[src/rtl/rsst_pkg.sv]
// shared types and constants for the region shadow state table
package rsst_pkg;

  localparam int DEF_SLOTS     = 8;
  localparam int DEF_MAX_BYTES = 4096;
  localparam int DEF_ADDR_BITS = 48;

  localparam int LANES   = 16;
  localparam int LANE_SH = 4;
  localparam int WORD_W  = 32;

  localparam int MODE_W   = 3;
  localparam int IN_ADDR_W = 48;
  localparam int LEN_W    = 13;
  localparam int STATE_W  = 2;
  localparam int STATUS_W = 2;

  localparam logic [STATE_W-1:0]  STATE_MASK  = 2'h3;
  localparam logic [STATE_W-1:0]  ST_REDZONE  = 2'd2;
  localparam logic [STATUS_W-1:0] STATUS_OK   = 2'd0;
  localparam logic [STATUS_W-1:0] STATUS_FULL = 2'd1;
  localparam logic [STATUS_W-1:0] STATUS_CLIP = 2'd2;

  typedef enum logic [MODE_W-1:0] {
    MODE_REG       = 3'd0,
    MODE_UNREG     = 3'd1,
    MODE_SET_BYTE  = 3'd2,
    MODE_SET_RANGE = 3'd3,
    MODE_GET       = 3'd4,
    MODE_COUNT     = 3'd5,
    MODE_CLEAR     = 3'd6
  } mode_t;

  typedef enum logic [1:0] {
    S_IDLE,
    S_SCAN,
    S_WALK,
    S_FIN
  } seq_state_t;

  typedef struct packed {
    logic scan;
    logic wr;
    logic del;
    logic clr_all;
  } slot_cmd_t;

  typedef struct packed {
    logic done;
    logic found_v;
    logic free_v;
    logic hit_v;
  } scan_res_t;

endpackage

[src/rtl/rsst_seq.sv]
// item sequencer and shadow word walker
module rsst_seq #(
  parameter int SLOTS     = rsst_pkg::DEF_SLOTS,
  parameter int MAX_BYTES = rsst_pkg::DEF_MAX_BYTES,
  parameter int ADDR_BITS = rsst_pkg::DEF_ADDR_BITS,
  parameter int RA_W      = 11
) (
  input  logic                                        clk,
  input  logic                                        rst,
  input  logic                                        in_valid,
  output logic                                        in_ready,
  input  rsst_pkg::mode_t                             in_mode,
  input  logic [ADDR_BITS-1:0]                        in_addr,
  input  logic [$clog2(MAX_BYTES):0]                  in_len,
  input  logic [rsst_pkg::STATE_W-1:0]                in_state,
  input  logic                                        in_clip,
  output rsst_pkg::slot_cmd_t                         cmd,
  output logic [(SLOTS > 1 ? $clog2(SLOTS) : 1)-1:0]  cmd_idx,
  output logic [ADDR_BITS-1:0]                        cmd_addr,
  output logic [$clog2(MAX_BYTES):0]                  cmd_size,
  input  rsst_pkg::scan_res_t                         scan,
  input  logic [(SLOTS > 1 ? $clog2(SLOTS) : 1)-1:0]  found_idx,
  input  logic [(SLOTS > 1 ? $clog2(SLOTS) : 1)-1:0]  free_idx,
  input  logic [(SLOTS > 1 ? $clog2(SLOTS) : 1)-1:0]  hit_idx,
  input  logic [$clog2(MAX_BYTES):0]                  hit_size,
  input  logic [$clog2(MAX_BYTES):0]                  hit_off,
  output logic                                        ram_we,
  output logic [RA_W-1:0]                             ram_waddr,
  output logic [rsst_pkg::WORD_W-1:0]                 ram_wdata,
  output logic [RA_W-1:0]                             ram_raddr,
  input  logic [rsst_pkg::WORD_W-1:0]                 ram_rdata,
  input  logic                                        res_ready,
  output logic                                        res_valid,
  output logic [rsst_pkg::STATE_W-1:0]                res_state,
  output logic [rsst_pkg::LEN_W-1:0]                  res_count,
  output logic                                        res_hit,
  output logic [rsst_pkg::STATUS_W-1:0]               res_status
);
  import rsst_pkg::*;

  localparam int SI_W  = (SLOTS > 1) ? $clog2(SLOTS) : 1;
  localparam int MAX_W = $clog2(MAX_BYTES);
  localparam int OFF_W = MAX_W + 1;
  localparam int WI_W  = (MAX_W > LANE_SH) ? MAX_W - LANE_SH : 1;
  localparam int WPS   = MAX_BYTES / LANES;

  seq_state_t state, state_next;

  mode_t               mode_r;
  logic [ADDR_BITS-1:0] addr_r;
  logic [STATE_W-1:0]  st_r;
  logic [OFF_W-1:0]    len_r;
  logic [SI_W-1:0]     slot_r;
  logic [OFF_W-1:0]    off_s;
  logic [OFF_W-1:0]    off_e;
  logic [WI_W-1:0]     rw;
  logic [WI_W-1:0]     w_last;
  logic                issuing;
  logic                p_valid;
  logic [WI_W-1:0]     p_w;
  logic                hit_r;
  logic [STATUS_W-1:0] status_r;
  logic [STATE_W-1:0]  rd_r;
  logic [OFF_W-1:0]    cnt_r;

  logic [OFF_W:0]      sum;
  logic [OFF_W-1:0]    walk_s;
  logic [OFF_W-1:0]    walk_e;
  logic                walk_go;
  logic                slot_ok;
  logic [LANES-1:0]    lane_m;
  logic [OFF_W-1:0]    pos;
  logic [LANE_SH:0]    pop;
  logic                is_set;

  assign in_ready = (state == S_IDLE);
  assign slot_ok  = scan.found_v || scan.free_v;
  assign is_set   = (mode_r == MODE_REG) || (mode_r == MODE_SET_BYTE)
                 || (mode_r == MODE_SET_RANGE);

  // range setup from scan result
  always_comb begin
    sum    = (OFF_W+1)'(hit_off) + (OFF_W+1)'(len_r);
    walk_s = hit_off;
    walk_e = hit_off;
    walk_go = 1'b0;
    unique case (mode_r)
      MODE_REG: begin
        walk_s  = '0;
        walk_e  = len_r;
        walk_go = slot_ok && (len_r != '0);
      end
      MODE_SET_BYTE, MODE_GET: begin
        walk_e  = hit_off + 1'b1;
        walk_go = scan.hit_v;
      end
      MODE_SET_RANGE, MODE_COUNT: begin
        walk_e  = (sum > (OFF_W+1)'(hit_size)) ? hit_size : OFF_W'(sum);
        walk_go = scan.hit_v && (walk_e > walk_s);
      end
      default: begin
        walk_go = 1'b0;
      end
    endcase
  end

  // lanes of the word in hand
  always_comb begin
    pop = '0;
    for (int l = 0; l < LANES; l++) begin
      pos       = OFF_W'({p_w, LANE_SH'(l)});
      lane_m[l] = (pos >= off_s) && (pos < off_e);
      ram_wdata[l*STATE_W +: STATE_W] = lane_m[l] ? st_r
                                               : ram_rdata[l*STATE_W +: STATE_W];
      if (lane_m[l] && (ram_rdata[l*STATE_W +: STATE_W] & STATE_MASK) != ST_REDZONE) begin
        pop = pop + 1'b1;
      end
    end
  end

  always_comb begin
    ram_raddr = RA_W'(32'(slot_r) * WPS + 32'(rw));
    ram_waddr = RA_W'(32'(slot_r) * WPS + 32'(p_w));
    ram_we    = (state == S_WALK) && p_valid && is_set;
  end

  // next state
  always_comb begin
    state_next = state;
    unique case (state)
      S_IDLE: begin
        if (in_valid) begin
          state_next = (in_mode == MODE_CLEAR || !(in_mode == MODE_REG
                        || in_mode == MODE_UNREG || in_mode == MODE_SET_BYTE
                        || in_mode == MODE_SET_RANGE || in_mode == MODE_GET
                        || in_mode == MODE_COUNT)) ? S_FIN : S_SCAN;
        end
      end
      S_SCAN: begin
        if (scan.done) begin
          state_next = walk_go ? S_WALK : S_FIN;
        end
      end
      S_WALK: begin
        if (!issuing && !p_valid) begin
          state_next = S_FIN;
        end
      end
      S_FIN: begin
        if (res_ready) begin
          state_next = S_IDLE;
        end
      end
      default: state_next = S_IDLE;
    endcase
  end

  // outputs
  always_comb begin
    cmd       = '0;
    cmd_idx   = scan.found_v ? found_idx : free_idx;
    cmd_addr  = in_ready ? in_addr : '0;
    cmd_addr  = state == S_IDLE ? in_addr : cmd_addr;
    cmd_size  = len_r;
    res_valid = 1'b0;
    unique case (state)
      S_IDLE: begin
        if (in_valid) begin
          cmd.clr_all = (in_mode == MODE_CLEAR);
          cmd.scan    = (in_mode == MODE_REG) || (in_mode == MODE_UNREG)
                     || (in_mode == MODE_SET_BYTE) || (in_mode == MODE_SET_RANGE)
                     || (in_mode == MODE_GET) || (in_mode == MODE_COUNT);
        end
      end
      S_SCAN: begin
        if (scan.done) begin
          cmd.wr  = (mode_r == MODE_REG) && slot_ok;
          cmd.del = (mode_r == MODE_UNREG) && scan.found_v;
        end
      end
      S_WALK: begin
        cmd = '0;
      end
      S_FIN: begin
        res_valid = res_ready;
      end
      default: begin
        cmd = '0;
      end
    endcase
    if (state != S_IDLE) begin
      cmd_addr = addr_r;
    end
  end

  always_ff @(posedge clk) begin
    if (rst) begin
      state   <= S_IDLE;
      issuing <= 1'b0;
      p_valid <= 1'b0;
    end else begin
      state <= state_next;
      unique case (state)
        S_IDLE: begin
          if (in_valid) begin
            mode_r   <= in_mode;
            addr_r   <= in_addr;
            len_r    <= in_len;
            st_r     <= in_state;
            hit_r    <= 1'b0;
            status_r <= in_clip ? STATUS_CLIP : STATUS_OK;
            rd_r     <= '0;
            cnt_r    <= '0;
          end
        end
        S_SCAN: begin
          if (scan.done) begin
            unique case (mode_r)
              MODE_REG: begin
                hit_r  <= scan.found_v;
                slot_r <= scan.found_v ? found_idx : free_idx;
                if (!slot_ok) begin
                  status_r <= STATUS_FULL;
                end
              end
              MODE_UNREG: hit_r <= scan.found_v;
              default: begin
                hit_r  <= scan.hit_v;
                slot_r <= hit_idx;
              end
            endcase
            off_s   <= walk_s;
            off_e   <= walk_e;
            rw      <= WI_W'(walk_s >> LANE_SH);
            w_last  <= WI_W'((walk_e - 1'b1) >> LANE_SH);
            issuing <= walk_go;
            p_valid <= 1'b0;
          end
        end
        S_WALK: begin
          p_valid <= issuing;
          p_w     <= rw;
          if (issuing) begin
            if (rw == w_last) begin
              issuing <= 1'b0;
            end else begin
              rw <= rw + 1'b1;
            end
          end
          if (p_valid) begin
            if (mode_r == MODE_COUNT) begin
              cnt_r <= cnt_r + OFF_W'(pop);
            end
            if (mode_r == MODE_GET) begin
              rd_r <= ram_rdata[off_s[LANE_SH-1:0]*STATE_W +: STATE_W] & STATE_MASK;
            end
          end
        end
        S_FIN: begin
          p_valid <= 1'b0;
        end
        default: begin
          p_valid <= 1'b0;
        end
      endcase
    end
  end

  assign res_state  = rd_r;
  assign res_count  = LEN_W'(cnt_r);
  assign res_hit    = hit_r;
  assign res_status = status_r;

endmodule

[config.mk]
export PLATFORM = sky130hd
export DESIGN_NAME = rsst_seq
export DESIGN_NICKNAME = d
export VERILOG_FILES = /design/src/rtl/rsst_pkg.sv /design/src/rtl/rsst_seq.sv
export SDC_FILE = /design/constraint.sdc
export NUM_CORES = 1
export LEC_CHECK = 0
export BUFFER_PORTS_ARGS = -buffer_cell sky130_fd_sc_hd__buf_2
export CAP_MARGIN = 15
export CORE_ASPECT_RATIO = 1.5
export CORE_MARGIN = 2
export CORE_UTILIZATION = 40
export CTS_CLUSTER_DIAMETER = 120
export CTS_CLUSTER_SIZE = 10
export DETAILED_ROUTE_END_ITERATION = 12
export PLACE_DENSITY = 0.69
export SETUP_SLACK_MARGIN = 0.1
export SLEW_MARGIN = 20
export SYNTH_ARGS = -nofsm -noshare
export SYNTH_HDL_FRONTEND = slang
export SYNTH_SLANG_ARGS = --single-unit
[constraint.sdc]
create_clock -name clk -period 17.1 [get_ports clk]
set_clock_uncertainty 0.15 [all_clocks]
set_input_delay 0.855 -clock clk [delete_from_list [all_inputs] [get_ports clk]]
set_output_delay 0.855 -clock clk [all_outputs]
set_load 0.05 [all_outputs]
==> impl_metrics.yaml <==
sta:
  rsz0062_at_grt: "no"
  setup_tns_ps: 0
  hold_viol: 0
  slew_violations: 0
  fin_crit_sh_pct: 72.01
  layout_min_cycle_time_ps: 12310
  maxSlewHeadroom_pct: 34.85
  clock.fmax_mhz: 81.21
  tightest_slew_ps: 975.3
  setup_viol: 0
drt:
  wl_per_cell_um: 18.53
  detail-route-antenna-nets: 0
  firstDrtPassIters: 5
  via_per_inst: 5.555
  remaining_drc_errors: 0
  wl_mm: 35.28
  via_count: 10576
  drtIter0Drc: 609
floorplanning:
  start_util_pct: 40.69
  io_pins: 285
  fp.dieW_um: 145.4
  rows: 77
  die-height_um: 216.1
  core_um2: 29480
  design.die.area_um2: 31420
cts:
  clk_pin_slew_worst_paths_ps: 70
  clockBufferDepth: 2
  cts_setup_buffers: 0
  cts_resized: 0
  h-tree-depth: 4
  cts_tree: "yes"
  clock_latency_ps: 420
  cts_buffers: 17
  cts_root_buf: "clkbuf_16"
  cts_hold_buf: 0
  clkSinkCount: 141
yosys:
  ys_seq_area_share_pct: 34.96
  async_flop_share_pct: 0
  ys_top_cells_by_area: "edfxtp_1, ha_1, mux2_2, xnor2_1, a21oi_1"
  syn_nets: 1459
  yosysTopAreaCellShare_pct: 34.29
  yosysWarnings: 0
  ys_types: 85
  synth_top_cell_by_area: "edfxtp_1"
  synth_cells: 1229
  synthFlopType: "edfxtp_1"
  synth.cell_area_um2: 12000
  synth_edf_count: 137
  avgSynthCellArea_um2: 9.761
  synth-seq-cells: 141
pwr:
  leakagePower_nw: 6.014
  power.ir.vdd_worst_v: 0.0001458
  total_power_w: 0.002131
  p_per_area_nw_per_um2: 148.1
grt:
  grt_max_degree: 65
  antenna_found_initial: 1
  grt_usage_pct: 21.79
  grt_pass1_vias: 10590
  grt_pass1_wl_mm: 54.91
  overflow: 0
final_layout:
  area_growth_pct: 19.92
  regArea_um2: 4194
  fill_cells: 2810
  multi_input_area_um2: 7317
  nets: 1724
  drive_gt1_share_pct: 30.52
placed_design:
  io_buffer_count: 284
  hpwlAfterDp_mm: 28.69
  globalplace.congestion: 0.9602
setup_path:
  cpPeakStageDelay_ps: 490
  critPathArrivalTime_ps: 12330
  required_ps: 17120
  crit_top_cell: "ha_1"
  worst-setup-path-type: "register to register"
  endpoint_kind: "register"
  path_max_fanout: 10
  worstSetupStartpointType: "register"
  rr_worst_depth: 55
  cp_slowest_cell: "o31ai_1"
min_path:
  hold_class: "register to register"
  holdPathStages: 2
status:
  outcome: "complete, no violations"
job:
  cap_violations: 0
-- layer usage --
metal	part of all wire, %	GRT usage, %	routed length, µm	up-vias
met5	0	0	0	-
met4	3.7	9.118	1314	0
met3	6.7	4.253	2359	73
met2	52	40.63	18190	432
met1	38	24.03	13410	4978
li1	-	-	-	5093
-- worst paths after layout --
| check | to | from | slack [ps] |
|---|---|---|---|
| max | res_count[11] | p_w[6] | 4790 |
| min | p_valid | p_valid | 340 |
| max reg2reg | res_count[11] | p_w[6] | 4790 |
| min reg2reg | p_valid | p_valid | 340 |
-- report_power, final --
part | switching (W) | internal (W) | total (W)
sequential | 0.0000432 | 0.000454 | 0.000497
clock | 0.000157 | 0.000205 | 0.000362
combinational | 0.000826 | 0.000446 | 0.00127
total | 0.00103 | 0.00110 | 0.00213
-- layout make-up --
type | count | share of cell area (%)
multi-input cells | 959 | 50.86
clock buffers | 17 | 2.957
well taps | 395 | 3.435
flip-flops and latches | 141 | 29.15
inverters | 82 | 2.140
diodes | 2 | 0.03479
repair buffers | 293 | 10.35
clock inverters | 15 | 1.070
-- placed cells by master (no fill, tap or decap), types with 11 or more instances in the layout --
cell / Yosys / routed
nor2b_1: 17 / 17
nand2b_1: 16 / 16
and2_1: 16 / 16
nand3_1: 40 / 40
o21ai_0: 54 / 54
xnor2_1: 51 / 51
xor2_1: 37 / 37
a21oi_1: 85 / 85
clkbuf_16: 0 / 17
a21o_1: 21 / 21
inv_1: 82 / 82
nand2_1: 94 / 94
nand4_1: 11 / 11
mux2_2: 88 / 88
or3_1: 13 / 13
nor3_1: 36 / 35
nor4_1: 15 / 15
nor2_1: 88 / 85
a211oi_1: 11 / 11
o21a_1: 18 / 18
ha_1: 86 / 85
edfxtp_1: 137 / 137
buf_2: 2 / 284
-- cell families after synthesis --
group,share of synthesized area (%)
DFF,34.96
muxes,10.33
xor gates and xnor gates,8.844
AOI/OAI and AO/OA,16.66
and+or+nand+nor,15.70
adders and majority gates,9.303
buffers and inverters,4.214
-- through the flow --
stage / area [µm²] / hold slack (ps) / std cells / util, % / setup slack (ps)
after floorplan: 12000 / 309.6 / 1229 / - / 5815
after global placement: 13790 / 320.9 / 1870 / 46.79 / 5200
after detailed placement: 13790 / 336.9 / 1870 / 46.79 / 4876
after CTS: 14370 / 344.8 / 1902 / 48.76 / 4837
after global routing: 14380 / 378.9 / 1903 / 48.79 / 3729
final: 14390 / 340.0 / 1904 / 48.80 / 4787
-- worst max-delay path: cells and delay by family (launching register included) --
family | cells | cell delay, ps
and+or+nand+nor | 15 | 2270
DFF | 1 | 420
muxes | 2 | 580
buffers and inverters | 1 | 110
adders and majority gates | 10 | 2950
AOI/OAI and AO/OA | 20 | 4170
xor gates and xnor gates | 7 | 1410
-- flip-flops by register name (all words and copies together), names as in the netlist --
| register | cells |
|---|---|
| addr_r | 48 |
| cmd_size | 13 |
| off_e | 13 |
| off_s | 13 |
| res_count | 13 |
| p_w | 8 |
| rw | 8 |
| w_last | 8 |
| mode_r | 3 |
| slot_r | 3 |
| res_state | 2 |
| res_status | 2 |
| st_r | 2 |
| state | 2 |
| issuing | 1 |
| p_valid | 1 |
| res_hit | 1 |
-- Yosys cell counts (all sizes together), types with 17 or more instances --
cell,number
nand3,40
clkbuf,34
a21o,21
inv,82
a21oi,85
edfxtp,137
o21ai,55
ha,86
nor2,88
o21a,18
xor2,38
nor3,36
nand2,94
mux2,88
nor2b,17
xnor2,58
No activity file was read; power rests on OpenSTA's default activity.
