File: src/rtl/rsst_pkg.sv
// shared types and constants for the region shadow state table
package rsst_pkg;

  localparam int DEF_SLOTS     = 8;
  localparam int DEF_MAX_BYTES = 4096;
  localparam int DEF_ADDR_BITS = 48;

  localparam int LANES   = 16;
  localparam int LANE_SH = 4;
  localparam int WORD_W  = 32;

  localparam int MODE_W   = 3;
  localparam int IN_ADDR_W = 48;
  localparam int LEN_W    = 13;
  localparam int STATE_W  = 2;
  localparam int STATUS_W = 2;

  localparam logic [STATE_W-1:0]  STATE_MASK  = 2'h3;
  localparam logic [STATE_W-1:0]  ST_REDZONE  = 2'd2;
  localparam logic [STATUS_W-1:0] STATUS_OK   = 2'd0;
  localparam logic [STATUS_W-1:0] STATUS_FULL = 2'd1;
  localparam logic [STATUS_W-1:0] STATUS_CLIP = 2'd2;

  typedef enum logic [MODE_W-1:0] {
    MODE_REG       = 3'd0,
    MODE_UNREG     = 3'd1,
    MODE_SET_BYTE  = 3'd2,
    MODE_SET_RANGE = 3'd3,
    MODE_GET       = 3'd4,
    MODE_COUNT     = 3'd5,
    MODE_CLEAR     = 3'd6
  } mode_t;

  typedef enum logic [1:0] {
    S_IDLE,
    S_SCAN,
    S_WALK,
    S_FIN
  } seq_state_t;

  typedef struct packed {
    logic scan;
    logic wr;
    logic del;
    logic clr_all;
  } slot_cmd_t;

  typedef struct packed {
    logic done;
    logic found_v;
    logic free_v;
    logic hit_v;
  } scan_res_t;

endpackage

File: src/rtl/rsst_slots.sv
// region slot table with a one-slot-per-cycle lookup scan
module rsst_slots #(
  parameter int SLOTS     = rsst_pkg::DEF_SLOTS,
  parameter int MAX_BYTES = rsst_pkg::DEF_MAX_BYTES,
  parameter int ADDR_BITS = rsst_pkg::DEF_ADDR_BITS
) (
  input  logic                                        clk,
  input  logic                                        rst,
  input  rsst_pkg::slot_cmd_t                         cmd,
  input  logic [(SLOTS > 1 ? $clog2(SLOTS) : 1)-1:0]  cmd_idx,
  input  logic [ADDR_BITS-1:0]                        cmd_addr,
  input  logic [$clog2(MAX_BYTES):0]                  cmd_size,
  output rsst_pkg::scan_res_t                         res,
  output logic [(SLOTS > 1 ? $clog2(SLOTS) : 1)-1:0]  found_idx,
  output logic [(SLOTS > 1 ? $clog2(SLOTS) : 1)-1:0]  free_idx,
  output logic [(SLOTS > 1 ? $clog2(SLOTS) : 1)-1:0]  hit_idx,
  output logic [$clog2(MAX_BYTES):0]                  hit_size,
  output logic [$clog2(MAX_BYTES):0]                  hit_off
);
  import rsst_pkg::*;

  localparam int SI_W  = (SLOTS > 1) ? $clog2(SLOTS) : 1;
  localparam int OFF_W = $clog2(MAX_BYTES) + 1;
  localparam logic [SI_W-1:0] LAST = SI_W'(SLOTS - 1);

  logic                 valid [SLOTS];
  logic [ADDR_BITS-1:0] base  [SLOTS];
  logic [OFF_W-1:0]     size  [SLOTS];

  logic                 busy;
  logic [SI_W-1:0]      scan_i;
  logic [ADDR_BITS-1:0] hit_base;

  logic                 cur_valid;
  logic [ADDR_BITS-1:0] cur_base;
  logic [OFF_W-1:0]     cur_size;
  logic [ADDR_BITS-1:0] diff;
  logic                 inreg;

  // shared compare unit
  always_comb begin
    cur_valid = valid[scan_i];
    cur_base  = base[scan_i];
    cur_size  = size[scan_i];
    diff      = cmd_addr - cur_base;
    inreg     = cur_valid && (cmd_addr >= cur_base) && (64'(diff) < 64'(cur_size));
  end

  always_ff @(posedge clk) begin
    if (rst) begin
      for (int s = 0; s < SLOTS; s++) begin
        valid[s] <= 1'b0;
      end
      busy     <= 1'b0;
      res      <= '0;
      scan_i   <= '0;
    end else begin
      res.done <= 1'b0;
      if (cmd.clr_all) begin
        for (int s = 0; s < SLOTS; s++) begin
          valid[s] <= 1'b0;
        end
      end
      if (cmd.wr) begin
        valid[cmd_idx] <= 1'b1;
        base[cmd_idx]  <= cmd_addr;
        size[cmd_idx]  <= cmd_size;
      end
      if (cmd.del) begin
        valid[cmd_idx] <= 1'b0;
      end
      if (cmd.scan) begin
        busy        <= 1'b1;
        scan_i      <= '0;
        res.found_v <= 1'b0;
        res.free_v  <= 1'b0;
        res.hit_v   <= 1'b0;
      end else if (busy) begin
        if (!res.found_v && cur_valid && cur_base == cmd_addr) begin
          res.found_v <= 1'b1;
          found_idx   <= scan_i;
        end
        if (!res.free_v && !cur_valid) begin
          res.free_v <= 1'b1;
          free_idx   <= scan_i;
        end
        if (inreg && (!res.hit_v || cur_base < hit_base)) begin
          res.hit_v <= 1'b1;
          hit_idx   <= scan_i;
          hit_base  <= cur_base;
          hit_size  <= cur_size;
          hit_off   <= OFF_W'(diff);
        end
        if (scan_i == LAST) begin
          busy     <= 1'b0;
          res.done <= 1'b1;
        end else begin
          scan_i <= scan_i + 1'b1;
        end
      end
    end
  end

endmodule

File: config.mk
export PLATFORM = sky130hd
export DESIGN_NAME = rsst_slots
export DESIGN_NICKNAME = d
export VERILOG_FILES = /design/src/rtl/rsst_pkg.sv /design/src/rtl/rsst_slots.sv
export SDC_FILE = /design/constraint.sdc
export NUM_CORES = 1
export LEC_CHECK = 0
export BUFFER_PORTS_ARGS = -buffer_cell sky130_fd_sc_hd__buf_2
export CORE_MARGIN = 2
export CORE_UTILIZATION = 60
export CTS_CLUSTER_DIAMETER = 100
export DETAILED_ROUTE_END_ITERATION = 12
export GPL_ROUTABILITY_DRIVEN = 1
export PLACE_DENSITY = 0.82
export SLEW_MARGIN = 20
export SYNTH_ARGS = -nofsm -noshare
export SYNTH_HDL_FRONTEND = slang
export SYNTH_SLANG_ARGS = --single-unit
export TNS_END_PERCENT = 1
File: constraint.sdc
create_clock -name clk -period 29.4 [get_ports clk]
set_clock_uncertainty 0.05 [all_clocks]
set_input_delay 2.94 -clock clk [delete_from_list [all_inputs] [get_ports clk]]
set_output_delay 2.94 -clock clk [all_outputs]
set_load 0.01 [all_outputs]
==> report_table.html, run 1 <==
<table>
<tr><th>Metric</th><th>Value</th></tr>
<tr><th colspan="2">Clock tree</th></tr>
<tr><td>Clock sink count</td><td>590</td></tr>
<tr><td>Post-CTS sizing</td><td>0</td></tr>
<tr><td>Clock buffers created by TritonCTS</td><td>57</td></tr>
<tr><td>Clock insertion delay at the later pin of the skew report</td><td>0.62 ns</td></tr>
<tr><td>Clock Tree Root</td><td>sky130_fd_sc_hd__clkbuf_16</td></tr>
<tr><td>Post-CTS Hold Fix Bufs</td><td>0</td></tr>
<tr><td>Largest buffer count on any clock path</td><td>3</td></tr>
<tr><td>Clock tree from TritonCTS</td><td>done</td></tr>
<tr><td>Clock slew at the register clock pins of the worst setup and hold paths</td><td>roughly 0.060 ns</td></tr>
<tr><td>Postcts setup bufs</td><td>0</td></tr>
<tr><td>Number of H-tree levels</td><td>2</td></tr>
<tr><th colspan="2">STA</th></tr>
<tr><td>Fraction of the cycle the final worst path needs</td><td>27.1%</td></tr>
<tr><td>Worst setup margin</td><td>21.42 ns</td></tr>
<tr><td>Peak Freq</td><td>125 MHz</td></tr>
<tr><td>Fin. Hold Viols</td><td>0</td></tr>
<tr><td>Crit path time final</td><td>7.98 ns</td></tr>
<tr><td>Final setup violating endpoints</td><td>0</td></tr>
<tr><td>Worst slew pin tran</td><td>1.09 ns</td></tr>
<tr><td>Count of final max-slew check failures</td><td>0</td></tr>
<tr><td>Unrepaired setup endpoints after global routing</td><td>no</td></tr>
<tr><td>Slew headroom</td><td>around 27%</td></tr>
<tr><td>Sum of negative setup slack</td><td>0 ns</td></tr>
<tr><th colspan="2">Run</th></tr>
<tr><td>MaxCap Viol Count</td><td>0</td></tr>
<tr><th colspan="2">Synth</th></tr>
<tr><td>Primary FF master, synth</td><td>sky130_fd_sc_hd__edfxtp_1</td></tr>
<tr><td>Number of distinct library cells after synthesis</td><td>77</td></tr>
<tr><td>Mapped Nets</td><td>1,796</td></tr>
<tr><td>Simple logic cell fraction of the synthesized area</td><td>5.07%</td></tr>
<tr><td>Count of warnings emitted by yosys</td><td>0</td></tr>
<tr><td>Sequential element share of the synthesized area</td><td>66.5%</td></tr>
<tr><td>Synth Area in Compound Gates</td><td>6.09%</td></tr>
<tr><td>Number of synthesized register bits</td><td>590</td></tr>
<tr><td>Syn avg cell area</td><td>approximately 16 um^2</td></tr>
<tr><td>Number of instances in the synthesized netlist</td><td>approximately 1,600</td></tr>
<tr><td>Post-Syn Area</td><td>26,500 um^2</td></tr>
<tr><td>Proportion of synthesized flip-flops having asynchronous set or reset</td><td>0%</td></tr>
<tr><td>XOR/XNOR Fraction of Synth Area</td><td>1.03%</td></tr>
<tr><td>Area share of fa/ha/maj cells after synthesis</td><td>5.23%</td></tr>
<tr><td>Combinational family with the most area after synthesis</td><td>multiplexers</td></tr>
<tr><td>Multiplexer share of the synthesized area</td><td>13.1%</td></tr>
<tr><td>Number of flops mapped to enable cells by yosys</td><td>579</td></tr>
<tr><th colspan="2">Die</th></tr>
<tr><td>Number of standard-cell rows in the floorplan</td><td>76</td></tr>
<tr><td>Height of the die</td><td>214 um</td></tr>
<tr><td>Number of top-level pins</td><td>~110</td></tr>
<tr><td>Die ar.</td><td>45,800 um^2</td></tr>
<tr><td>Initial core utilization</td><td>61.1%</td></tr>
<tr><td>Die outline width</td><td>between 200 and 250 um</td></tr>
<tr><td>Core area</td><td>43,400 um^2</td></tr>
<tr><th colspan="2">Global routing</th></tr>
<tr><td>Remaining global-route overflow</td><td>0</td></tr>
<tr><td>Vias in the first global route</td><td>15,622</td></tr>
<tr><td>Met1 usage</td><td>34.9%</td></tr>
<tr><td>Met3 capacity usage during global routing</td><td>3.53%</td></tr>
<tr><td>GR Util met2</td><td>44.7%</td></tr>
<tr><td>Overall routing resource usage</td><td>25.9%</td></tr>
<tr><td>Antenna violations before repair</td><td>3</td></tr>
<tr><td>Most used routing layer in global routing</td><td>met2</td></tr>
<tr><td>Pin count of the biggest net entering global routing</td><td>62</td></tr>
<tr><td>Wire length of the first global-routing pass</td><td>90,900 um</td></tr>
<tr><th colspan="2">Setup path</th></tr>
<tr><td>Crit path launch type</td><td>flop</td></tr>
<tr><td>Type of the worst setup path</td><td>reg -&gt; reg</td></tr>
<tr><td>Critical path arrival</td><td>8.18 ns</td></tr>
<tr><td>Cell type of the slowest stage on the worst timing path</td><td>sky130_fd_sc_hd__dfxtp_4</td></tr>
<tr><td>CP Capture Type</td><td>flop</td></tr>
<tr><td>Maximum fanout along the worst path</td><td>53</td></tr>
<tr><td>Required time at the endpoint of the critical path</td><td>between 20 and 30 ns</td></tr>
<tr><td>Crit path largest cell delay</td><td>0.84 ns</td></tr>
<tr><td>Cells traversed along the worst timing path</td><td>buf_4 &gt; mux4_2 &gt; mux2i_1 &gt; ha_1 &gt; a21oi_1 &gt; nand2b_1 &gt; nand3b_1 &gt; a31oi_1 &gt; o21ai_0 &gt; xor2_1 &gt; ha_1 &gt; a21oi_1 &gt; o21ai_0 &gt; a22oi_1 &gt; o2111ai_1 &gt; nor4_4 &gt; nand4_1 &gt; nor3_2 &gt; nand4_1 &gt; or4_4 &gt; a2111oi_4 &gt; buf_4</td></tr>
<tr><th colspan="2">Placement</th></tr>
<tr><td>Post-placement cell count</td><td>2,252</td></tr>
<tr><td>Post-DP HPWL</td><td>36,900 um</td></tr>
<tr><td>Pre-CTS setup slack</td><td>20.91 ns</td></tr>
<tr><td>Port Buffers</td><td>108</td></tr>
<tr><td>Area post-placement</td><td>27,600 um^2</td></tr>
<tr><td>Final Wtd Congestion</td><td>0.931</td></tr>
<tr><th colspan="2">Final layout</th></tr>
<tr><td>Post-route cell area</td><td>between 20,000 and 30,000 um^2</td></tr>
<tr><td>Synthesis-to-layout area growth</td><td>11.0%</td></tr>
<tr><td>Layout Utilization</td><td>67.8%</td></tr>
<tr><td>Count of fill cells added during filler insertion</td><td>around 2,800</td></tr>
<tr><td>Most common cell after layout, fill and taps aside</td><td>sky130_fd_sc_hd__edfxtp_1</td></tr>
<tr><td>Most used cells in the layout excluding fill and tap cells</td><td>579 x sky130_fd_sc_hd__edfxtp_1, 124 x sky130_fd_sc_hd__mux4_2, 122 x sky130_fd_sc_hd__inv_1, 109 x sky130_fd_sc_hd__ha_1, 108 x sky130_fd_sc_hd__buf_2</td></tr>
<tr><td>Area taken by flip-flops and latches</td><td>17,600 um^2</td></tr>
<tr><td>Number of nets in the layout</td><td>1,906</td></tr>
<tr><td>Area occupied by multi-input gates</td><td>8150 um^2</td></tr>
<tr><td>Layout cell share with drive strength beyond 1</td><td>approximately a fifth</td></tr>
<tr><td>Final cell count without fillers</td><td>between 2,000 and 2,500</td></tr>
<tr><th colspan="2">Power</th></tr>
<tr><td>LEAKAGE</td><td>10.1 nW</td></tr>
<tr><td>Power density of the placed cells</td><td>60.9 nW/um^2</td></tr>
<tr><td>Max IR drop VDD</td><td>0.0000519 V</td></tr>
<tr><th colspan="2">Routing</th></tr>
<tr><td>Detailed-route DRC error count</td><td>0</td></tr>
<tr><td>DRT Wirelength</td><td>58,500 um</td></tr>
<tr><td>Routed wirelength normalized by instance count</td><td>24.8 um</td></tr>
<tr><td>Detail-routed via count per cell</td><td>about 6.3</td></tr>
<tr><td>Remaining antenna violation count after routing</td><td>0</td></tr>
<tr><td>Vias</td><td>14,918</td></tr>
<tr><td>Detailed Route Iter0 Violations</td><td>1,529</td></tr>
<tr><td>Detailed-routing iteration count for the pre-antenna-repair pass</td><td>5</td></tr>
<tr><th colspan="2">Worst hold path</th></tr>
<tr><td>Hold/Removal Path Class</td><td>reg -&gt; reg</td></tr>
<tr><th colspan="2">Run status</th></tr>
<tr><td>Status</td><td>finished, final reports clean</td></tr>
</table>
-- cells by family (layout without fill, tap and decap cells) --
logic type	Yosys count	count (layout)
flip-flops	590	590
AND/OR/NAND/NOR	251	251
AO/OA/AOI/OAI	248	248
buffers and inverters	195	351
multiplexers	191	191
adder cells (fa/ha/maj)	110	110
XOR/XNOR	31	31
other	0	1
-- area by class of cell --
| cell class | instances | share of cell area, % |
|---|---|---|
| Antenna cell | 1 | 0.00851 |
| Clock inverter | 38 | 1.05 |
| Inverter | 122 | 1.56 |
| Tap cell | 585 | 2.49 |
| Timing Repair Buffer | 124 | 2.25 |
| Clock buffer | 67 | 4.98 |
| Sequential cell | 590 | 59.9 |
| Multi-Input combinational cell | 831 | 27.7 |
-- path summary, 6_finish.rpt --
| check | start | end | slack (ns) | cells past startpoint |
|---|---|---|---|---|
| hold / removal | res[1]$_SDFFE_PP0P_ | res[1]$_SDFFE_PP0P_ | 0.43 | 2 |
| setup reg to reg | flop | hit_base[5]$_DFFE_PP_ | 21.42 | 22 |
| setup / recovery | flop | hit_base[5]$_DFFE_PP_ | 21.42 | 22 |
| hold reg to reg | res[1]$_SDFFE_PP0P_ | res[1]$_SDFFE_PP0P_ | 0.43 | 2 |
-- sequential cells by signal, indices dropped and copies added (netlist names), named ones only --
name       cells
res            4
base         384
hit_base      48
hit_size      13
busy           1
hit_off       13
valid          8
free_idx       3
found_idx      3
hit_idx        3
scan_i         3
size         104
-- report_power, final --
part           switching [mW]  internal (mW)  total (mW)
clock                   0.307          0.391       0.698
combinational          0.0906         0.0564       0.147
sequential            0.00557          0.939       0.945
total                   0.403           1.39        1.79
-- worst max-delay path: cells and delay by family, from the launching register on --
kind	cells	cell delay, ns
AOI/OAI and AO/OA	8	1.72
xor gates and xnor gates	1	0.25
adders and majority gates	2	0.68
buffers and inverters	2	1.44
DFF	1	0.84
muxes	2	0.95
and+or+nand+nor	7	1.60
-- metal layers --
| metal | vias to the layer above | share of wire, % | wire (um) |
|---|---|---|---|
| met5 | - | 0.041 | 24 |
| met1 | 7609 | 40 | 23400 |
| met4 | 4 | 2.2 | 1270 |
| met2 | 599 | 51 | 29900 |
| met3 | 101 | 6.6 | 3870 |
| li1 | 6605 | - | - |
-- cell usage after synthesis (4+ instances only) --
cell type / n / area share (%)
sky130_fd_sc_hd__inv_1: 122 / 1.7
sky130_fd_sc_hd__buf_4: 7 / 0.20
sky130_fd_sc_hd__o211ai_1: 8 / 0.23
sky130_fd_sc_hd__clkbuf_1: 18 / 0.26
sky130_fd_sc_hd__nand4_1: 32 / 0.76
sky130_fd_sc_hd__a21o_1: 24 / 0.68
sky130_fd_sc_hd__nor2_1: 61 / 0.86
sky130_fd_sc_hd__a31oi_1: 7 / 0.17
sky130_fd_sc_hd__a211oi_1: 7 / 0.20
sky130_fd_sc_hd__buf_2: 24 / 0.45
sky130_fd_sc_hd__nor2b_1: 10 / 0.24
sky130_fd_sc_hd__and3_1: 4 / 0.094
sky130_fd_sc_hd__nor3_1: 25 / 0.47
sky130_fd_sc_hd__a21oi_1: 77 / 1.5
sky130_fd_sc_hd__xnor2_1: 20 / 0.66
sky130_fd_sc_hd__o21bai_1: 10 / 0.28
sky130_fd_sc_hd__o22ai_1: 4 / 0.094
sky130_fd_sc_hd__o21ai_0: 51 / 0.96
sky130_fd_sc_hd__nand2_1: 56 / 0.79
sky130_fd_sc_hd__nand2b_1: 7 / 0.17
sky130_fd_sc_hd__mux2i_1: 63 / 2.4
sky130_fd_sc_hd__o21a_1: 12 / 0.34
sky130_fd_sc_hd__ha_1: 109 / 5.2
sky130_fd_sc_hd__a2111oi_0: 4 / 0.13
sky130_fd_sc_hd__edfxtp_1: 579 / 66
sky130_fd_sc_hd__mux2_2: 4 / 0.17
sky130_fd_sc_hd__nand3b_1: 5 / 0.14
sky130_fd_sc_hd__xor2_1: 11 / 0.36
sky130_fd_sc_hd__and2_1: 4 / 0.094
sky130_fd_sc_hd__nand3_1: 17 / 0.32
sky130_fd_sc_hd__dfxtp_1: 11 / 0.83
sky130_fd_sc_hd__or2_2: 4 / 0.094
sky130_fd_sc_hd__mux4_2: 124 / 11
sky130_fd_sc_hd__buf_1: 23 / 0.33
-- stage by stage --
| step | hold WS (ns) | power (mW) |
|---|---|---|
| floorplan | 0.418 | 1.06 |
| global placement | 0.393 | 1.10 |
| detailed placement | 0.420 | 1.11 |
| CTS | 0.429 | 1.80 |
| global route | 0.458 | 1.84 |
| finish | 0.434 | 1.79 |
Power figures use the tool's default switching activity.
==> run 2: changes to the inputs <==
- ABC_AREA: not set -> 1
- clock period: 29.4 -> 7.4 ns (I/O delays scaled with it)
==> run 2 against run 1 <==
  * Total power increased to 4.3 times the previous value
  * Synthesized area increased by 5.2%
  * Count of clock-buffer cells in the layout increased by 4
  * First-iteration DRC count increased by 45%
  * Routed wire length increased by 21%
  * Worst setup slack got worse by 20 ns
  * Sequential cell count unchanged
  * Final area increased by 5.8%
  * Clock power increased to 4.3 times the previous value
  * Final cell count increased by 46%
  * Critical endpoint is now hit_base[14]$_DFFE_PP_
  * Largest cell class unchanged
  * Largest power group unchanged
==> report_table.html, run 2 <==
<table>
<tr><th>Metric</th><th>Value</th></tr>
<tr><th colspan="2">Final layout</th></tr>
<tr><td>Synthesis-to-layout area growth</td><td>11.6%</td></tr>
<tr><td>Largest registers ranked by flip-flop count</td><td>base x384, size x104, hit_base x48</td></tr>
<tr><td>Count of fill cells added during filler insertion</td><td>3,282 (+15%)</td></tr>
<tr><td>Largest register by flop count</td><td>base</td></tr>
<tr><td>Post-route cell area</td><td>31,100 um^2 (+5.8%)</td></tr>
<tr><td>Area taken by flip-flops and latches</td><td>17,600 um^2 (about the same)</td></tr>
<tr><td>Number of antenna repair diodes</td><td>0 (-1)</td></tr>
<tr><td>Layout cell share with drive strength beyond 1</td><td>9.87% (-11 points)</td></tr>
<tr><td>Final cell count without fillers</td><td>3,447 (+46%)</td></tr>
<tr><td>Layout Utilization</td><td>68.2% (+0.44 points)</td></tr>
<tr><td>Most common cell after layout, fill and taps aside</td><td>sky130_fd_sc_hd__edfxtp_1</td></tr>
<tr><td>Flip-flop count of the largest register after layout</td><td>384 (unchanged)</td></tr>
<tr><td>Area occupied by multi-input gates</td><td>8640 um^2 (+6.0%)</td></tr>
<tr><td>Most used cells in the layout excluding fill and tap cells</td><td>579 x sky130_fd_sc_hd__edfxtp_1, 463 x sky130_fd_sc_hd__nand2_1, 361 x sky130_fd_sc_hd__nor2_1, 333 x sky130_fd_sc_hd__inv_1, 324 x sky130_fd_sc_hd__o21ai_0</td></tr>
<tr><td>Number of nets in the layout</td><td>2,980 (+56%)</td></tr>
<tr><th colspan="2">Synth</th></tr>
<tr><td>Mapped Nets</td><td>2,881 (+60%)</td></tr>
<tr><td>Number of distinct library cells after synthesis</td><td>41 (-47%)</td></tr>
<tr><td>Area fraction of the dominant cell type after synthesis</td><td>62.4% (-3.2 points)</td></tr>
<tr><td>Number of instances in the synthesized netlist</td><td>2,701 (+67%)</td></tr>
<tr><td>Main area contributors after synthesis</td><td>sky130_fd_sc_hd__edfxtp_1 62%, sky130_fd_sc_hd__nand2_1 6.2%, sky130_fd_sc_hd__o21ai_0 5.8%</td></tr>
<tr><td>Syn avg cell area</td><td>10.3 um^2 (-37%)</td></tr>
<tr><td>Dominant cell by count in the synthesized netlist</td><td>sky130_fd_sc_hd__edfxtp_1</td></tr>
<tr><td>Sequential element share of the synthesized area</td><td>63.2% (-3.3 points)</td></tr>
<tr><td>Number of synthesized register bits</td><td>590 (unchanged)</td></tr>
<tr><td>Synth top cells by count</td><td>579 x sky130_fd_sc_hd__edfxtp_1, 463 x sky130_fd_sc_hd__nand2_1, 369 x sky130_fd_sc_hd__nor2_1</td></tr>
<tr><td>Post-synthesis cell type with the largest combined area</td><td>sky130_fd_sc_hd__edfxtp_1</td></tr>
<tr><td>Count of warnings emitted by yosys</td><td>0 (unchanged)</td></tr>
<tr><td>Primary FF master, synth</td><td>sky130_fd_sc_hd__edfxtp_1</td></tr>
<tr><td>Proportion of synthesized flip-flops having asynchronous set or reset</td><td>0% (unchanged)</td></tr>
<tr><td>Number of flops mapped to enable cells by yosys</td><td>579 (unchanged)</td></tr>
<tr><td>Post-Syn Area</td><td>27,900 um^2 (+5.2%)</td></tr>
<tr><th colspan="2">STA</th></tr>
<tr><td>Worst slew pin tran</td><td>1.13 ns (+0.0413 ns)</td></tr>
<tr><td>Crit path time final</td><td>6.20 ns (-1.78 ns)</td></tr>
<tr><td>Worst setup margin</td><td>1.20 ns (-20.22 ns)</td></tr>
<tr><td>Fin. Hold Viols</td><td>0 (unchanged)</td></tr>
<tr><td>Fraction of the cycle the final worst path needs</td><td>83.8% (+57 points)</td></tr>
<tr><td>Unrepaired setup endpoints after global routing</td><td>no</td></tr>
<tr><td>Slew headroom</td><td>23.3% (-3.8 points)</td></tr>
<tr><td>Peak Freq</td><td>161 MHz (+29%)</td></tr>
<tr><td>Worst hold slack</td><td>0.287 ns (-0.146 ns)</td></tr>
<tr><td>Final setup violating endpoints</td><td>0 (unchanged)</td></tr>
<tr><td>Sum of negative setup slack</td><td>0 ns (unchanged)</td></tr>
<tr><td>Count of final max-slew check failures</td><td>0 (unchanged)</td></tr>
<tr><th colspan="2">Die</th></tr>
<tr><td>Die outline width</td><td>219 um (+2.5%)</td></tr>
<tr><td>Number of top-level pins</td><td>109 (unchanged)</td></tr>
<tr><td>Core area</td><td>45,600 um^2 (+5.1%)</td></tr>
<tr><td>Initial core utilization</td><td>61.1% (about the same)</td></tr>
<tr><td>Die ar.</td><td>48,200 um^2 (+5.1%)</td></tr>
<tr><td>Number of standard-cell rows in the floorplan</td><td>78 (+2.6%)</td></tr>
<tr><td>Height of the die</td><td>219 um (+2.5%)</td></tr>
<tr><th colspan="2">Clock tree</th></tr>
<tr><td>Clock Tree Root</td><td>sky130_fd_sc_hd__clkbuf_16</td></tr>
<tr><td>Number of H-tree levels</td><td>2 (unchanged)</td></tr>
<tr><td>Largest buffer count on any clock path</td><td>3 (unchanged)</td></tr>
<tr><td>Clock insertion delay at the later pin of the skew report</td><td>0.64 ns (+0.02 ns)</td></tr>
<tr><td>Clock slew at the register clock pins of the worst setup and hold paths</td><td>0.06 ns (about the same)</td></tr>
<tr><td>Post-CTS Hold Fix Bufs</td><td>0 (unchanged)</td></tr>
<tr><td>Clock buffers created by TritonCTS</td><td>57 (unchanged)</td></tr>
<tr><td>Post-CTS sizing</td><td>0 (unchanged)</td></tr>
<tr><td>Postcts setup bufs</td><td>0 (unchanged)</td></tr>
<tr><td>Clock sink count</td><td>590 (unchanged)</td></tr>
<tr><td>Clock tree from TritonCTS</td><td>done</td></tr>
<tr><th colspan="2">Global routing</th></tr>
<tr><td>Met1 usage</td><td>40.5% (+5.6 points)</td></tr>
<tr><td>Vias in the first global route</td><td>19,874 (+27%)</td></tr>
<tr><td>GR Util met2</td><td>49.9% (+5.3 points)</td></tr>
<tr><td>Wire length of the first global-routing pass</td><td>108,000 um (+19%)</td></tr>
<tr><td>Antenna violations before repair</td><td>2 (-1)</td></tr>
<tr><td>Met3 capacity usage during global routing</td><td>3.51% (-0.026 points)</td></tr>
<tr><td>Pin count of the biggest net entering global routing</td><td>124 (+100%)</td></tr>
<tr><td>Most used routing layer in global routing</td><td>met2</td></tr>
<tr><td>Remaining global-route overflow</td><td>0 (unchanged)</td></tr>
<tr><td>Overall routing resource usage</td><td>29.4% (+3.5 points)</td></tr>
<tr><th colspan="2">Placement</th></tr>
<tr><td>Port Buffers</td><td>108 (unchanged)</td></tr>
<tr><td>Final Wtd Congestion</td><td>1.07 (+14%)</td></tr>
<tr><td>Pre-CTS setup slack</td><td>1.38 ns (-19.52 ns)</td></tr>
<tr><td>Post-placement cell count</td><td>3,340 (+48%)</td></tr>
<tr><td>Post-DP HPWL</td><td>45,900 um (+24%)</td></tr>
<tr><td>Area post-placement</td><td>29,100 um^2 (+5.4%)</td></tr>
<tr><th colspan="2">Worst hold path</th></tr>
<tr><td>Hold/Removal Path Class</td><td>in -&gt; reg</td></tr>
<tr><th colspan="2">Setup path</th></tr>
<tr><td>Critical path arrival</td><td>6.41 ns (-1.77 ns)</td></tr>
<tr><td>Crit path launch type</td><td>flop</td></tr>
<tr><td>Maximum fanout along the worst path</td><td>61 (+15%)</td></tr>
<tr><td>Required time at the endpoint of the critical path</td><td>7.61 ns (-21.99 ns)</td></tr>
<tr><td>Type of the worst setup path</td><td>reg -&gt; reg</td></tr>
<tr><td>CP Capture Type</td><td>flop</td></tr>
<tr><th colspan="2">Run</th></tr>
<tr><td>MaxCap Viol Count</td><td>0 (unchanged)</td></tr>
<tr><th colspan="2">Power</th></tr>
<tr><td>Max IR drop VDD</td><td>0.000236 V (+350%)</td></tr>
<tr><td>Power density of the placed cells</td><td>248 nW/um^2 (+310%)</td></tr>
<tr><td>Total power draw</td><td>7.72 mW (+330%)</td></tr>
<tr><td>LEAKAGE</td><td>12.6 nW (+25%)</td></tr>
<tr><th colspan="2">Routing</th></tr>
<tr><td>Vias</td><td>20,391 (+37%)</td></tr>
<tr><td>Detailed-routing iteration count for the pre-antenna-repair pass</td><td>5 (unchanged)</td></tr>
<tr><td>Detailed Route Iter0 Violations</td><td>2,212 (+45%)</td></tr>
<tr><td>DRT Wirelength</td><td>70,600 um (+21%)</td></tr>
<tr><td>Remaining antenna violation count after routing</td><td>0 (unchanged)</td></tr>
<tr><td>Detail-routed via count per cell</td><td>5.92 (-6.5%)</td></tr>
<tr><td>Routed wirelength normalized by instance count</td><td>20.5 um (-17%)</td></tr>
<tr><td>Detailed-route DRC error count</td><td>0 (unchanged)</td></tr>
<tr><th colspan="2">Run status</th></tr>
<tr><td>Status</td><td>finished, final reports clean</td></tr>
</table>
## run 2: kinds of logic (layout without fill, tap and decap cells)
group / Yosys count / count (layout) / share of synthesized area [%]
flops: 590 / 590 / 63.2
xor+xnor: 17 / 17 / 0.535
buf+inv: 439 / 585 / 6.01
compound gates: 553 / 553 / 10.7
fa+ha+maj: 110 / 110 / 4.97
simple gates: 992 / 992 / 14.5
## run 2: critical path: stages (launching register included)
cell	delay (ns)
sky130_fd_sc_hd__dfxtp_4	0.56
sky130_fd_sc_hd__inv_2	0.51
sky130_fd_sc_hd__buf_12	0.33
sky130_fd_sc_hd__o21ai_0	0.14
sky130_fd_sc_hd__o22ai_1	0.16
sky130_fd_sc_hd__inv_1	0.06
sky130_fd_sc_hd__o21ai_0	0.44
sky130_fd_sc_hd__inv_1	0.10
sky130_fd_sc_hd__ha_1	0.38
sky130_fd_sc_hd__nand2_1	0.13
sky130_fd_sc_hd__nor2_1	0.17
sky130_fd_sc_hd__nand2_1	0.15
sky130_fd_sc_hd__nor2_1	0.28
sky130_fd_sc_hd__nor2_1	0.11
sky130_fd_sc_hd__xnor2_1	0.18
sky130_fd_sc_hd__ha_1	0.20
sky130_fd_sc_hd__nor2_1	0.20
sky130_fd_sc_hd__nand2_1	0.08
sky130_fd_sc_hd__nor2_1	0.11
sky130_fd_sc_hd__nand3_1	0.12
sky130_fd_sc_hd__nor3_1	0.23
sky130_fd_sc_hd__nand4_1	0.15
sky130_fd_sc_hd__nor2_1	0.12
sky130_fd_sc_hd__nand3_1	0.15
sky130_fd_sc_hd__nor2_4	0.12
sky130_fd_sc_hd__buf_4	0.47
## run 2: area by class of cell
cell class / instances / share of cell area (%)
clock inverter: 35 / 1.40
clock buffer: 71 / 4.85
tap: 600 / 2.41
timing repair buffer: 138 / 2.76
multi-input combinational: 1672 / 27.8
sequential: 590 / 56.6
inverter: 341 / 4.14
## run 2: worst paths after layout
path                                                to                start  cells after the start  slack (ns)
worst max register to register  hit_base[14]$_DFFE_PP_                 flop                     25        1.20
worst max-delay path            hit_base[14]$_DFFE_PP_                 flop                     25        1.20
worst min register to register     res[1]$_SDFFE_PP0P_  res[1]$_SDFFE_PP0P_                      2        0.44
worst min-delay path                   busy$_SDFF_PP0_                  rst                      2        0.29
## run 2: power by group
part / internal [mW] / switching [mW]
combinational: 0.294 / 0.670
clock: 1.74 / 1.26
sequential: 3.74 / 0.0204
## run 2: routing by layer
| metal | routed length (um) | vias to the layer above |
|---|---|---|
| met4 | 1480 | 4 |
| met5 | 27 | - |
| met3 | 5590 | 122 |
| met1 | 29100 | 9770 |
| li1 | - | 9499 |
| met2 | 34400 | 996 |
